===== config.mk =====
export PLATFORM = sky130hd
export DESIGN_NAME = banker_safety_request_engine_flat
export DESIGN_NICKNAME = d
export VERILOG_FILES = /design/src/sv/bsr_pkg.sv /design/src/sv/bsr_channels.sv /design/src/sv/banker_safety_request_engine.sv /design/src/flat_wrapper.sv
export SDC_FILE = /design/constraint.sdc
export NUM_CORES = 1
export LEC_CHECK = 0
export ABC_AREA = 1
export BUFFER_PORTS_ARGS = -buffer_cell sky130_fd_sc_hd__buf_2
export CORE_MARGIN = 4
export CORE_UTILIZATION = 45
export CTS_BUF_LIST = sky130_fd_sc_hd__clkbuf_8
export CTS_CLUSTER_SIZE = 25
export DETAILED_ROUTE_END_ITERATION = 10
export PLACE_DENSITY = 0.67
export SYNTH_ARGS = -nofsm -noshare
export SYNTH_HDL_FRONTEND = slang
export SYNTH_SLANG_ARGS = --single-unit

===== constraint.sdc =====
create_clock -name clk -period 21.6 [get_ports clk]
set_input_delay 2.16 -clock clk [delete_from_list [all_inputs] [get_ports clk]]
set_output_delay 2.16 -clock clk [all_outputs]
set_load 0.02 [all_outputs]

===== src/sv/bsr_pkg.sv =====
// Shared constants, codes and types of the banker safety request engine.
package bsr_pkg;

  localparam int PROCESSES   = 8;
  localparam int RESOURCES   = 3;
  localparam int COUNT_WIDTH = 8;

  localparam int PW = (PROCESSES > 2) ? $clog2(PROCESSES) : 1;
  localparam int NW = $clog2(PROCESSES + 1);
  localparam int WW = COUNT_WIDTH + NW;
  localparam int XW = NW + 4;

  localparam logic [1:0] CMD_LOAD  = 2'd0;
  localparam logic [1:0] CMD_AVAIL = 2'd1;
  localparam logic [1:0] CMD_REQ   = 2'd2;
  localparam logic [1:0] CMD_CHECK = 2'd3;

  localparam logic [2:0] ST_STORED      = 3'd0;
  localparam logic [2:0] ST_SAFE        = 3'd1;
  localparam logic [2:0] ST_UNSAFE      = 3'd2;
  localparam logic [2:0] ST_REQ_REFUSED = 3'd3;
  localparam logic [2:0] ST_LOAD_REFUSE = 3'd4;

  localparam logic [3:0] ACT_RESET = 4'd8;

  typedef logic [COUNT_WIDTH-1:0] cnt_t;
  typedef logic [WW-1:0]          work_t;
  typedef logic [NW-1:0]          pcount_t;
  typedef logic [PW-1:0]          pidx_t;

  typedef struct packed {
    cnt_t [RESOURCES-1:0] max_claim;
    cnt_t [RESOURCES-1:0] alloc;
  } row_t;

  function automatic pcount_t active_count(input logic [3:0] act);
    logic [XW-1:0] a;
    pcount_t       n;
    a = XW'(act);
    if (a == '0) n = NW'(1);
    else if (a > XW'(PROCESSES)) n = NW'(PROCESSES);
    else n = NW'(act);
    return n;
  endfunction

endpackage


===== src/sv/bsr_channels.sv =====
// Handshake channel interfaces: request input, result output, configuration write.
interface bsr_in_if;
  logic       valid;
  logic       ready;
  logic [1:0] cmd;
  logic [2:0] process;
  logic [7:0] amount_a;
  logic [7:0] amount_b;
  logic [7:0] amount_c;
  logic [7:0] limit_a;
  logic [7:0] limit_b;
  logic [7:0] limit_c;
  modport source (output valid, cmd, process, amount_a, amount_b, amount_c,
                  limit_a, limit_b, limit_c, input ready);
  modport sink (input valid, cmd, process, amount_a, amount_b, amount_c,
                limit_a, limit_b, limit_c, output ready);
endinterface

interface bsr_out_if;
  logic       valid;
  logic       ready;
  logic [2:0] status;
  logic [2:0] seq_process;
  logic       last;
  modport source (output valid, status, seq_process, last, input ready);
  modport sink (input valid, status, seq_process, last, output ready);
endinterface

interface bsr_cfg_if;
  logic       valid;
  logic       ready;
  logic [3:0] data;
  modport source (output valid, data, input ready);
  modport sink (input valid, data, output ready);
endinterface


===== src/sv/banker_safety_request_engine.sv =====
// Top level: banker's algorithm engine with row memory and safety scan.
//
//   channel  dir  beat carries
//   in_if    in   cmd, process, amount_a/b/c, limit_a/b/c
//   out_if   out  status, seq_process, last
//   cfg_if   in   active process count (4 bits)
//
// Load and set-available: result registered at the beat.
// Request: registered row read, checked in S_RCHK, then the safety scan.
// Safety scan: one row per cycle through the row memory read port,
//   up to n passes of n rows (n = active count), then n result beats if safe, else one.
// Reset is synchronous; all tables read as zero until written.
// A stalled output holds the engine; input is taken only when idle.
module banker_safety_request_engine import bsr_pkg::*; (
  input  logic      clk,
  input  logic      rst_n,
  bsr_in_if.sink    in_if,
  bsr_out_if.source out_if,
  bsr_cfg_if.sink   cfg_if
);

  localparam logic [2:0] S_IDLE = 3'd0;
  localparam logic [2:0] S_RCHK = 3'd1;
  localparam logic [2:0] S_SCAN = 3'd2;
  localparam logic [2:0] S_RESP = 3'd3;
  localparam logic [2:0] S_EMIT = 3'd4;

  logic [2:0] state_r, state_nxt;
  logic [3:0] act_r;
  pcount_t    n;

  cnt_t  avail_r [RESOURCES];
  cnt_t  avail_nxt [RESOURCES];

  row_t  mem [PROCESSES];
  logic [PROCESSES-1:0] row_valid_r;
  pidx_t rd_addr;
  row_t  rd_data_r;
  logic  rd_valid_r;
  row_t  row_q;
  logic  mem_we;
  pidx_t mem_wa;
  row_t  mem_wd;

  logic  req_mode_r, req_mode_nxt;
  pidx_t req_p_r, req_p_nxt;
  cnt_t  amt_r [RESOURCES];
  cnt_t  amt_nxt [RESOURCES];
  cnt_t  max_r [RESOURCES];
  cnt_t  max_nxt [RESOURCES];
  cnt_t  trial_r [RESOURCES];
  cnt_t  trial_nxt [RESOURCES];

  work_t work_r [RESOURCES];
  work_t work_nxt [RESOURCES];
  logic [PROCESSES-1:0] done_r, done_nxt;
  pcount_t cnt_r, cnt_nxt;
  logic  prog_r, prog_nxt;
  pidx_t scan_idx_r, scan_idx_nxt;
  pidx_t seq_r [PROCESSES];
  pidx_t seq_nxt [PROCESSES];
  pidx_t emit_idx_r, emit_idx_nxt;
  logic [2:0] resp_status_r, resp_status_nxt;

  logic       out_valid_r, out_valid_nxt;
  logic [2:0] out_status_r, out_status_nxt;
  logic [2:0] out_seq_r, out_seq_nxt;
  logic       out_last_r, out_last_nxt;
  logic       out_load;
  logic       out_free;
  logic       accept;

  cnt_t  in_amt [RESOURCES];
  cnt_t  in_lim [RESOURCES];
  logic [XW-1:0] proc_x;

  cnt_t  row_alloc [RESOURCES];
  logic  fits;
  logic  last_row;
  pcount_t cnt_new;
  logic  prog_new;

  assign n        = active_count(act_r);
  assign out_free = !out_valid_r || out_if.ready;
  assign in_if.ready  = (state_r == S_IDLE) && out_free;
  assign accept   = in_if.valid && in_if.ready;
  assign cfg_if.ready = 1'b1;

  assign out_if.valid       = out_valid_r;
  assign out_if.status      = out_status_r;
  assign out_if.seq_process = out_seq_r;
  assign out_if.last        = out_last_r;

  assign in_amt[0] = COUNT_WIDTH'(in_if.amount_a);
  assign in_amt[1] = COUNT_WIDTH'(in_if.amount_b);
  assign in_amt[2] = COUNT_WIDTH'(in_if.amount_c);
  assign in_lim[0] = COUNT_WIDTH'(in_if.limit_a);
  assign in_lim[1] = COUNT_WIDTH'(in_if.limit_b);
  assign in_lim[2] = COUNT_WIDTH'(in_if.limit_c);
  assign proc_x    = XW'(in_if.process);

  assign row_q = rd_valid_r ? rd_data_r : '0;

  // row under evaluation, with the trial grant forwarded onto the requester
  always_comb begin
    logic ok;
    ok = !done_r[scan_idx_r];
    for (int r = 0; r < RESOURCES; r++) begin
      row_alloc[r] = (req_mode_r && scan_idx_r == req_p_r) ? trial_r[r] : row_q.alloc[r];
      if (WW'(row_q.max_claim[r] - row_alloc[r]) > work_r[r]) ok = 1'b0;
    end
    fits     = ok;
    last_row = (NW'(scan_idx_r) + NW'(1)) == n;
    cnt_new  = cnt_r + NW'(fits);
    prog_new = prog_r | fits;
  end

  always_comb begin
    logic ok;
    state_nxt       = state_r;
    req_mode_nxt    = req_mode_r;
    req_p_nxt       = req_p_r;
    done_nxt        = done_r;
    cnt_nxt         = cnt_r;
    prog_nxt        = prog_r;
    scan_idx_nxt    = scan_idx_r;
    emit_idx_nxt    = emit_idx_r;
    resp_status_nxt = resp_status_r;
    out_load        = 1'b0;
    out_status_nxt  = out_status_r;
    out_seq_nxt     = out_seq_r;
    out_last_nxt    = out_last_r;
    rd_addr         = '0;
    mem_we          = 1'b0;
    mem_wa          = req_p_r;
    mem_wd          = '0;
    ok              = 1'b1;
    for (int r = 0; r < RESOURCES; r++) begin
      avail_nxt[r] = avail_r[r];
      amt_nxt[r]   = amt_r[r];
      max_nxt[r]   = max_r[r];
      trial_nxt[r] = trial_r[r];
      work_nxt[r]  = work_r[r];
    end
    for (int p = 0; p < PROCESSES; p++) seq_nxt[p] = seq_r[p];

    case (state_r)
      S_IDLE: begin
        if (accept) begin
          case (in_if.cmd)
            CMD_LOAD: begin
              if (proc_x >= XW'(PROCESSES)) ok = 1'b0;
              for (int r = 0; r < RESOURCES; r++)
                if (in_amt[r] > in_lim[r]) ok = 1'b0;
              mem_we = ok;
              mem_wa = PW'(in_if.process);
              for (int r = 0; r < RESOURCES; r++) begin
                mem_wd.max_claim[r] = in_lim[r];
                mem_wd.alloc[r]     = in_amt[r];
              end
              out_load       = 1'b1;
              out_status_nxt = ok ? ST_STORED : ST_LOAD_REFUSE;
              out_seq_nxt    = '0;
              out_last_nxt   = 1'b1;
            end
            CMD_AVAIL: begin
              for (int r = 0; r < RESOURCES; r++) avail_nxt[r] = in_amt[r];
              out_load       = 1'b1;
              out_status_nxt = ST_STORED;
              out_seq_nxt    = '0;
              out_last_nxt   = 1'b1;
            end
            CMD_REQ: begin
              if (proc_x >= XW'(n)) begin
                out_load       = 1'b1;
                out_status_nxt = ST_REQ_REFUSED;
                out_seq_nxt    = '0;
                out_last_nxt   = 1'b1;
              end else begin
                rd_addr      = PW'(in_if.process);
                req_p_nxt    = PW'(in_if.process);
                req_mode_nxt = 1'b1;
                for (int r = 0; r < RESOURCES; r++) amt_nxt[r] = in_amt[r];
                state_nxt    = S_RCHK;
              end
            end
            default: begin
              req_mode_nxt = 1'b0;
              for (int r = 0; r < RESOURCES; r++) work_nxt[r] = WW'(avail_r[r]);
              done_nxt     = '0;
              cnt_nxt      = '0;
              prog_nxt     = 1'b0;
              scan_idx_nxt = '0;
              state_nxt    = S_SCAN;
            end
          endcase
        end
      end
      S_RCHK: begin
        for (int r = 0; r < RESOURCES; r++)
          if (amt_r[r] > avail_r[r] || amt_r[r] > row_q.max_claim[r] - row_q.alloc[r])
            ok = 1'b0;
        if (!ok) begin
          req_mode_nxt    = 1'b0;
          resp_status_nxt = ST_REQ_REFUSED;
          state_nxt       = S_RESP;
        end else begin
          for (int r = 0; r < RESOURCES; r++) begin
            trial_nxt[r] = row_q.alloc[r] + amt_r[r];
            max_nxt[r]   = row_q.max_claim[r];
            work_nxt[r]  = WW'(avail_r[r] - amt_r[r]);
          end
          done_nxt     = '0;
          cnt_nxt      = '0;
          prog_nxt     = 1'b0;
          scan_idx_nxt = '0;
          state_nxt    = S_SCAN;
        end
      end
      S_SCAN: begin
        rd_addr = last_row ? '0 : scan_idx_r + PW'(1);
        if (fits) begin
          for (int r = 0; r < RESOURCES; r++) work_nxt[r] = work_r[r] + WW'(row_alloc[r]);
          done_nxt[scan_idx_r]       = 1'b1;
          seq_nxt[cnt_r[PW-1:0]]     = scan_idx_r;
        end
        cnt_nxt      = cnt_new;
        prog_nxt     = prog_new;
        scan_idx_nxt = last_row ? '0 : scan_idx_r + PW'(1);
        if (last_row) begin
          prog_nxt = 1'b0;
          if (cnt_new == n) begin
            if (req_mode_r) begin
              mem_we = 1'b1;
              mem_wa = req_p_r;
              for (int r = 0; r < RESOURCES; r++) begin
                mem_wd.max_claim[r] = max_r[r];
                mem_wd.alloc[r]     = trial_r[r];
                avail_nxt[r]        = avail_r[r] - amt_r[r];
              end
            end
            emit_idx_nxt = '0;
            state_nxt    = S_EMIT;
          end else if (!prog_new) begin
            resp_status_nxt = ST_UNSAFE;
            state_nxt       = S_RESP;
          end
        end
      end
      S_RESP: begin
        if (out_free) begin
          out_load       = 1'b1;
          out_status_nxt = resp_status_r;
          out_seq_nxt    = '0;
          out_last_nxt   = 1'b1;
          state_nxt      = S_IDLE;
        end
      end
      S_EMIT: begin
        if (out_free) begin
          out_load       = 1'b1;
          out_status_nxt = ST_SAFE;
          out_seq_nxt    = 3'(seq_r[emit_idx_r]);
          out_last_nxt   = (NW'(emit_idx_r) + NW'(1)) == n;
          emit_idx_nxt   = emit_idx_r + PW'(1);
          if (out_last_nxt) state_nxt = S_IDLE;
        end
      end
      default: state_nxt = S_IDLE;
    endcase

    if (out_load) out_valid_nxt = 1'b1;
    else if (out_if.ready) out_valid_nxt = 1'b0;
    else out_valid_nxt = out_valid_r;
  end

  // row memory: one write and one registered read per cycle
  always_ff @(posedge clk) begin
    if (mem_we) mem[mem_wa] <= mem_wd;
    rd_data_r <= mem[rd_addr];
  end

  always_ff @(posedge clk) begin
    if (!rst_n) begin
      state_r     <= S_IDLE;
      act_r       <= ACT_RESET;
      row_valid_r <= '0;
      rd_valid_r  <= 1'b0;
      out_valid_r <= 1'b0;
      req_mode_r  <= 1'b0;
      for (int r = 0; r < RESOURCES; r++) avail_r[r] <= '0;
    end else begin
      state_r     <= state_nxt;
      if (cfg_if.valid && cfg_if.ready) act_r <= cfg_if.data;
      if (mem_we) row_valid_r[mem_wa] <= 1'b1;
      rd_valid_r  <= row_valid_r[rd_addr];
      out_valid_r <= out_valid_nxt;
      req_mode_r  <= req_mode_nxt;
      for (int r = 0; r < RESOURCES; r++) avail_r[r] <= avail_nxt[r];
    end
  end

  always_ff @(posedge clk) begin
    req_p_r       <= req_p_nxt;
    done_r        <= done_nxt;
    cnt_r         <= cnt_nxt;
    prog_r        <= prog_nxt;
    scan_idx_r    <= scan_idx_nxt;
    emit_idx_r    <= emit_idx_nxt;
    resp_status_r <= resp_status_nxt;
    out_status_r  <= out_status_nxt;
    out_seq_r     <= out_seq_nxt;
    out_last_r    <= out_last_nxt;
    for (int r = 0; r < RESOURCES; r++) begin
      amt_r[r]   <= amt_nxt[r];
      max_r[r]   <= max_nxt[r];
      trial_r[r] <= trial_nxt[r];
      work_r[r]  <= work_nxt[r];
    end
    for (int p = 0; p < PROCESSES; p++) seq_r[p] <= seq_nxt[p];
  end

  a_commit_only_req: assert property (@(posedge clk) disable iff (!rst_n)
    (mem_we && state_r == S_SCAN) |-> req_mode_r)
    else $error("row commit outside a request");

  a_done_count: assert property (@(posedge clk) disable iff (!rst_n)
    (state_r == S_SCAN) |-> ($countones(done_r) == int'(cnt_r)))
    else $error("finished count disagrees with done bits");

  a_count_bound: assert property (@(posedge clk) disable iff (!rst_n)
    (state_r == S_SCAN || state_r == S_EMIT) |-> (cnt_r <= n))
    else $error("finished count above active count");

  a_trial_claim: assert property (@(posedge clk) disable iff (!rst_n)
    (state_r == S_SCAN && req_mode_r) |->
      (trial_r[0] <= max_r[0] && trial_r[1] <= max_r[1] && trial_r[2] <= max_r[2]))
    else $error("trial allocation above claim");

  a_last_ends: assert property (@(posedge clk) disable iff (!rst_n)
    (state_r == S_EMIT && out_load && out_last_nxt) |=> (state_r == S_IDLE))
    else $error("sequence did not end on last beat");

endmodule


===== src/flat_wrapper.sv =====
// flat-port wrapper written by rule: the top's interface ports become plain ports
module banker_safety_request_engine_flat import bsr_pkg::*;
  (clk, rst_n, in_if_valid, in_if_cmd, in_if_process, in_if_amount_a, in_if_amount_b, in_if_amount_c, in_if_limit_a, in_if_limit_b, in_if_limit_c, in_if_ready, out_if_valid, out_if_status, out_if_seq_process, out_if_last, out_if_ready, cfg_if_valid, cfg_if_data, cfg_if_ready);
  bsr_in_if in_if_i ();
  bsr_out_if out_if_i ();
  bsr_cfg_if cfg_if_i ();
  input  logic clk;
  input  logic rst_n;
  input wire logic [$bits(in_if_i.valid)-1:0] in_if_valid;
  input wire logic [$bits(in_if_i.cmd)-1:0] in_if_cmd;
  input wire logic [$bits(in_if_i.process)-1:0] in_if_process;
  input wire logic [$bits(in_if_i.amount_a)-1:0] in_if_amount_a;
  input wire logic [$bits(in_if_i.amount_b)-1:0] in_if_amount_b;
  input wire logic [$bits(in_if_i.amount_c)-1:0] in_if_amount_c;
  input wire logic [$bits(in_if_i.limit_a)-1:0] in_if_limit_a;
  input wire logic [$bits(in_if_i.limit_b)-1:0] in_if_limit_b;
  input wire logic [$bits(in_if_i.limit_c)-1:0] in_if_limit_c;
  output wire logic [$bits(in_if_i.ready)-1:0] in_if_ready;
  output wire logic [$bits(out_if_i.valid)-1:0] out_if_valid;
  output wire logic [$bits(out_if_i.status)-1:0] out_if_status;
  output wire logic [$bits(out_if_i.seq_process)-1:0] out_if_seq_process;
  output wire logic [$bits(out_if_i.last)-1:0] out_if_last;
  input wire logic [$bits(out_if_i.ready)-1:0] out_if_ready;
  input wire logic [$bits(cfg_if_i.valid)-1:0] cfg_if_valid;
  input wire logic [$bits(cfg_if_i.data)-1:0] cfg_if_data;
  output wire logic [$bits(cfg_if_i.ready)-1:0] cfg_if_ready;
  assign in_if_i.valid = in_if_valid;
  assign in_if_i.cmd = in_if_cmd;
  assign in_if_i.process = in_if_process;
  assign in_if_i.amount_a = in_if_amount_a;
  assign in_if_i.amount_b = in_if_amount_b;
  assign in_if_i.amount_c = in_if_amount_c;
  assign in_if_i.limit_a = in_if_limit_a;
  assign in_if_i.limit_b = in_if_limit_b;
  assign in_if_i.limit_c = in_if_limit_c;
  assign in_if_ready = in_if_i.ready;
  assign out_if_valid = out_if_i.valid;
  assign out_if_status = out_if_i.status;
  assign out_if_seq_process = out_if_i.seq_process;
  assign out_if_last = out_if_i.last;
  assign out_if_i.ready = out_if_ready;
  assign cfg_if_i.valid = cfg_if_valid;
  assign cfg_if_i.data = cfg_if_data;
  assign cfg_if_ready = cfg_if_i.ready;
  banker_safety_request_engine u_core (.clk(clk), .rst_n(rst_n), .in_if(in_if_i), .out_if(out_if_i), .cfg_if(cfg_if_i));
endmodule

==> flow_summary.ini <==
[pwr]
pwr_density_cell_nw_per_um2 = 114
ir_drop_mv = 0.0480
power_uw = 4200
leakagePower_uw = 0.0167

[synth]
synth_warnings = 0
syn_inst = 3651
synth_top_family_by_area = simple AND/OR/NAND/NOR gates
syn_area_um2 = 33500
synth-compound-area-share = 0.0827
synth.yosys.seq_area_share = 0.545
synth_xor_area_frac = 0.0220
yosys-mux-area-fraction = 0.000299
syn_avg_cell_area_um2 = 9.17
syn_nets = 3933
synth_edf_count = 546
synth-main-ff-cell = edfxtp_1
synth_cell_types = 46
synthAdderAreaFrac = 0.0856
ys_ff_latch = 639
async_reset_ff_frac = 0
yosys.area_share.simple = 0.183

[cts]
clkTransAtPathRegs_ns = 0.06
clkLatencyLatePin_ns = 0.73
cts_root_buf = clkbuf_8
cts_sinks = 639
cts_buffers = 104
cts_resized = 0
htreeDepth = 3
postCtsSetupRepairBufs = 0
cts_buffer_depth = 3
holdBufCountCts = 0
cts_tree = done

[sta]
max_freq_mhz = 124
slew_viol_final = 0
tightestPinTransition_ns = 1.27
final_hold_viol_count = 0
slew_headroom = 0.145
setup-tns-final_ns = 0
setup_viol = 0
period_needed_ns = 8.05
setup_slack_ns = 13.55
clock_skew_ns = 0.0483
rsz0062_at_grt = no
fin_hold_ws_ns = 0.455
finalCritPeriodShare = 0.373

[route]
wire_per_inst_um = 17.3
routed_wl_mm = 82.8
drt_pass1_iterations = 5
avgViaCountPerCell = 5.12
drc = 0
postRouteAntennaNets = 0
num_vias = 24499
drtIter0Drc = 1817

[worst_setup_path]
path_max_fanout = 49
r2r_start = u_core.scan_idx_r[0]$_SDFFCE_PN0P_
endpoint_kind = flip-flop
slowest_stage = edfxtp_1
path_class = flip-flop to flip-flop
startpoint_type = flip-flop
worstPathRequired_ns = 21.92
r2r_setup_slack_ns = 13.55
cp_slowest_stage_delay_ns = 0.76
crit_start = u_core.scan_idx_r[0]$_SDFFCE_PN0P_
critical_path_arrival_ns = 8.37
crit_top_cell = nand2_1

[die]
dieArea_um2 = 78800
ios = 72
start_util = 0.456
fp-row-count = 99
die_h_um = 281
core_area_um2 = 73300
fp.dieW_um = 281

[cells_and_area]
layout.cells.non_filler = 4784
final_nets = 4016
area_growth_pct = 9.76
drive_gt1_frac = 0.0748

[hold_path]
hold_path_startpoint = u_core.act_r[0]$_SDFFE_PN0P_
hold_path.class = flip-flop to flip-flop

[global_routing]
grt_first_pass_wirelength_mm = 130
grt_max_degree = 99
track_usage = 0.210
gr-total-overflow = 0
grt_pass1_vias = 23773
antenna_found_initial = 1

[place]
pre_cts_ws_ns = 13.67
gp_congestion = 0.933
place_inst = 4587
dpl.hpwl_mm = 55.5
io_buffer_count = 70

[run_status]
status = finished clean

[run]
drv_cap = 0
-- layout by cell type (no fill, tap or decap), types with 6 or more instances in the layout --
master / n
nor2_1: 125
inv_1: 575
o22ai_1: 33
nand3_1: 138
xor2_1: 49
o211ai_1: 60
clkbuf_8: 117
dfxtp_1: 92
buf_2: 70
nand2_1: 1219
nand3b_1: 6
a21o_1: 14
o21bai_1: 6
a31oi_1: 8
xnor2_1: 35
nand4_1: 18
clkinv_2: 18
inv_2: 21
fa_1: 15
ha_1: 205
a21oi_1: 171
edfxtp_1: 546
buf_4: 26
o221ai_1: 14
nor3_1: 17
o21ai_0: 159
clkinv_1: 14
-- routing by layer --
| layer | part of all wire | wire length (um) | GRT usage |
|---|---|---|---|
| met5 | 0 | 0 | 0 |
| met4 | 0.036 | 2940 | 0.0803 |
| met3 | 0.056 | 4630 | 0.0321 |
| met2 | 0.48 | 39500 | 0.362 |
| met1 | 0.43 | 35800 | 0.269 |
-- critical path, delay by kind of cell, from the launching register on --
| kind | cells | cell delay [ns] |
|---|---|---|
| buffers and inverters | 8 | 1.84 |
| AO/OA/AOI/OAI | 8 | 1.43 |
| XOR/XNOR | 1 | 0.16 |
| AND/OR/NAND/NOR | 16 | 1.98 |
| flip-flops | 1 | 0.76 |
| adder cells (fa/ha/maj) | 5 | 1.29 |
-- metrics by stage --
step,util,cell area [um2]
floorplan,-,33500
global placement,0.473,34700
detailed placement,0.473,34700
CTS,0.501,36700
global route,0.501,36700
finish,0.501,36700
-- Yosys cell counts, types with 35 or more instances --
| cell | count | area [um2] |
|---|---|---|
| nand3_1 | 138 | 691 |
| clkbuf_1 | 51 | 191 |
| xor2_1 | 49 | 429 |
| edfxtp_1 | 546 | 16400 |
| o211ai_1 | 60 | 450 |
| o21ai_0 | 159 | 796 |
| a21oi_1 | 172 | 861 |
| buf_2 | 36 | 180 |
| dfxtp_1 | 93 | 1860 |
| nand2_1 | 1219 | 4580 |
| nor2_1 | 125 | 469 |
| xnor2_1 | 35 | 307 |
| ha_1 | 205 | 2560 |
| inv_1 | 544 | 2040 |
-- state kept, by name (all words and copies together) (netlist names), 3 cells and up, named ones only --
register                   flops
u_core.mem                   384
u_core.rd_data_r              48
u_core.work_r                 36
u_core.amt_r                  24
u_core.avail_r                24
u_core.max_r                  24
u_core.seq_r                  24
u_core.trial_r                24
u_core.done_r                  8
u_core.row_valid_r             8
u_core.act_r                   4
u_core.cnt_r                   4
u_core.emit_idx_r              3
u_core.out_if.seq_process      3
u_core.out_if.status           3
u_core.req_p_r                 3
u_core.scan_idx_r              3
u_core.state_r                 3
-- cell type report --
cell class                 count  area [um2]
clock buffer                 117        1610
fill                        6702       36600
timing repair buffer          96         546
multi-input combinational   2333       12600
inverter                     560        2110
sequential                   639       18300
clock inverter                79         463
tap                          959        1200
antenna                        1        2.50
-- power by group --
| part | switching, uW | internal (uW) |
|---|---|---|
| clock network | 490 | 538 |
| logic | 1040 | 554 |
| registers | 82.8 | 1490 |
| total | 1610 | 2590 |
-- logic make-up after synthesis --
logic type      after synthesis
simple gates               1545
buf+inv                     679
flops                       639
compound gates              482
fa+ha+maj                   220
xor+xnor                     84
other cells                   1
mux                           1
-- final timing paths --
path,cells after the start,end
setup reg to reg,38,u_core.mem[4][13]$_DFFE_PP_
hold / removal,2,u_core.act_r[0]$_SDFFE_PN0P_
setup / recovery,38,u_core.mem[4][13]$_DFFE_PP_
hold reg to reg,2,u_core.act_r[0]$_SDFFE_PN0P_
(Power assumes the default switching activity.)
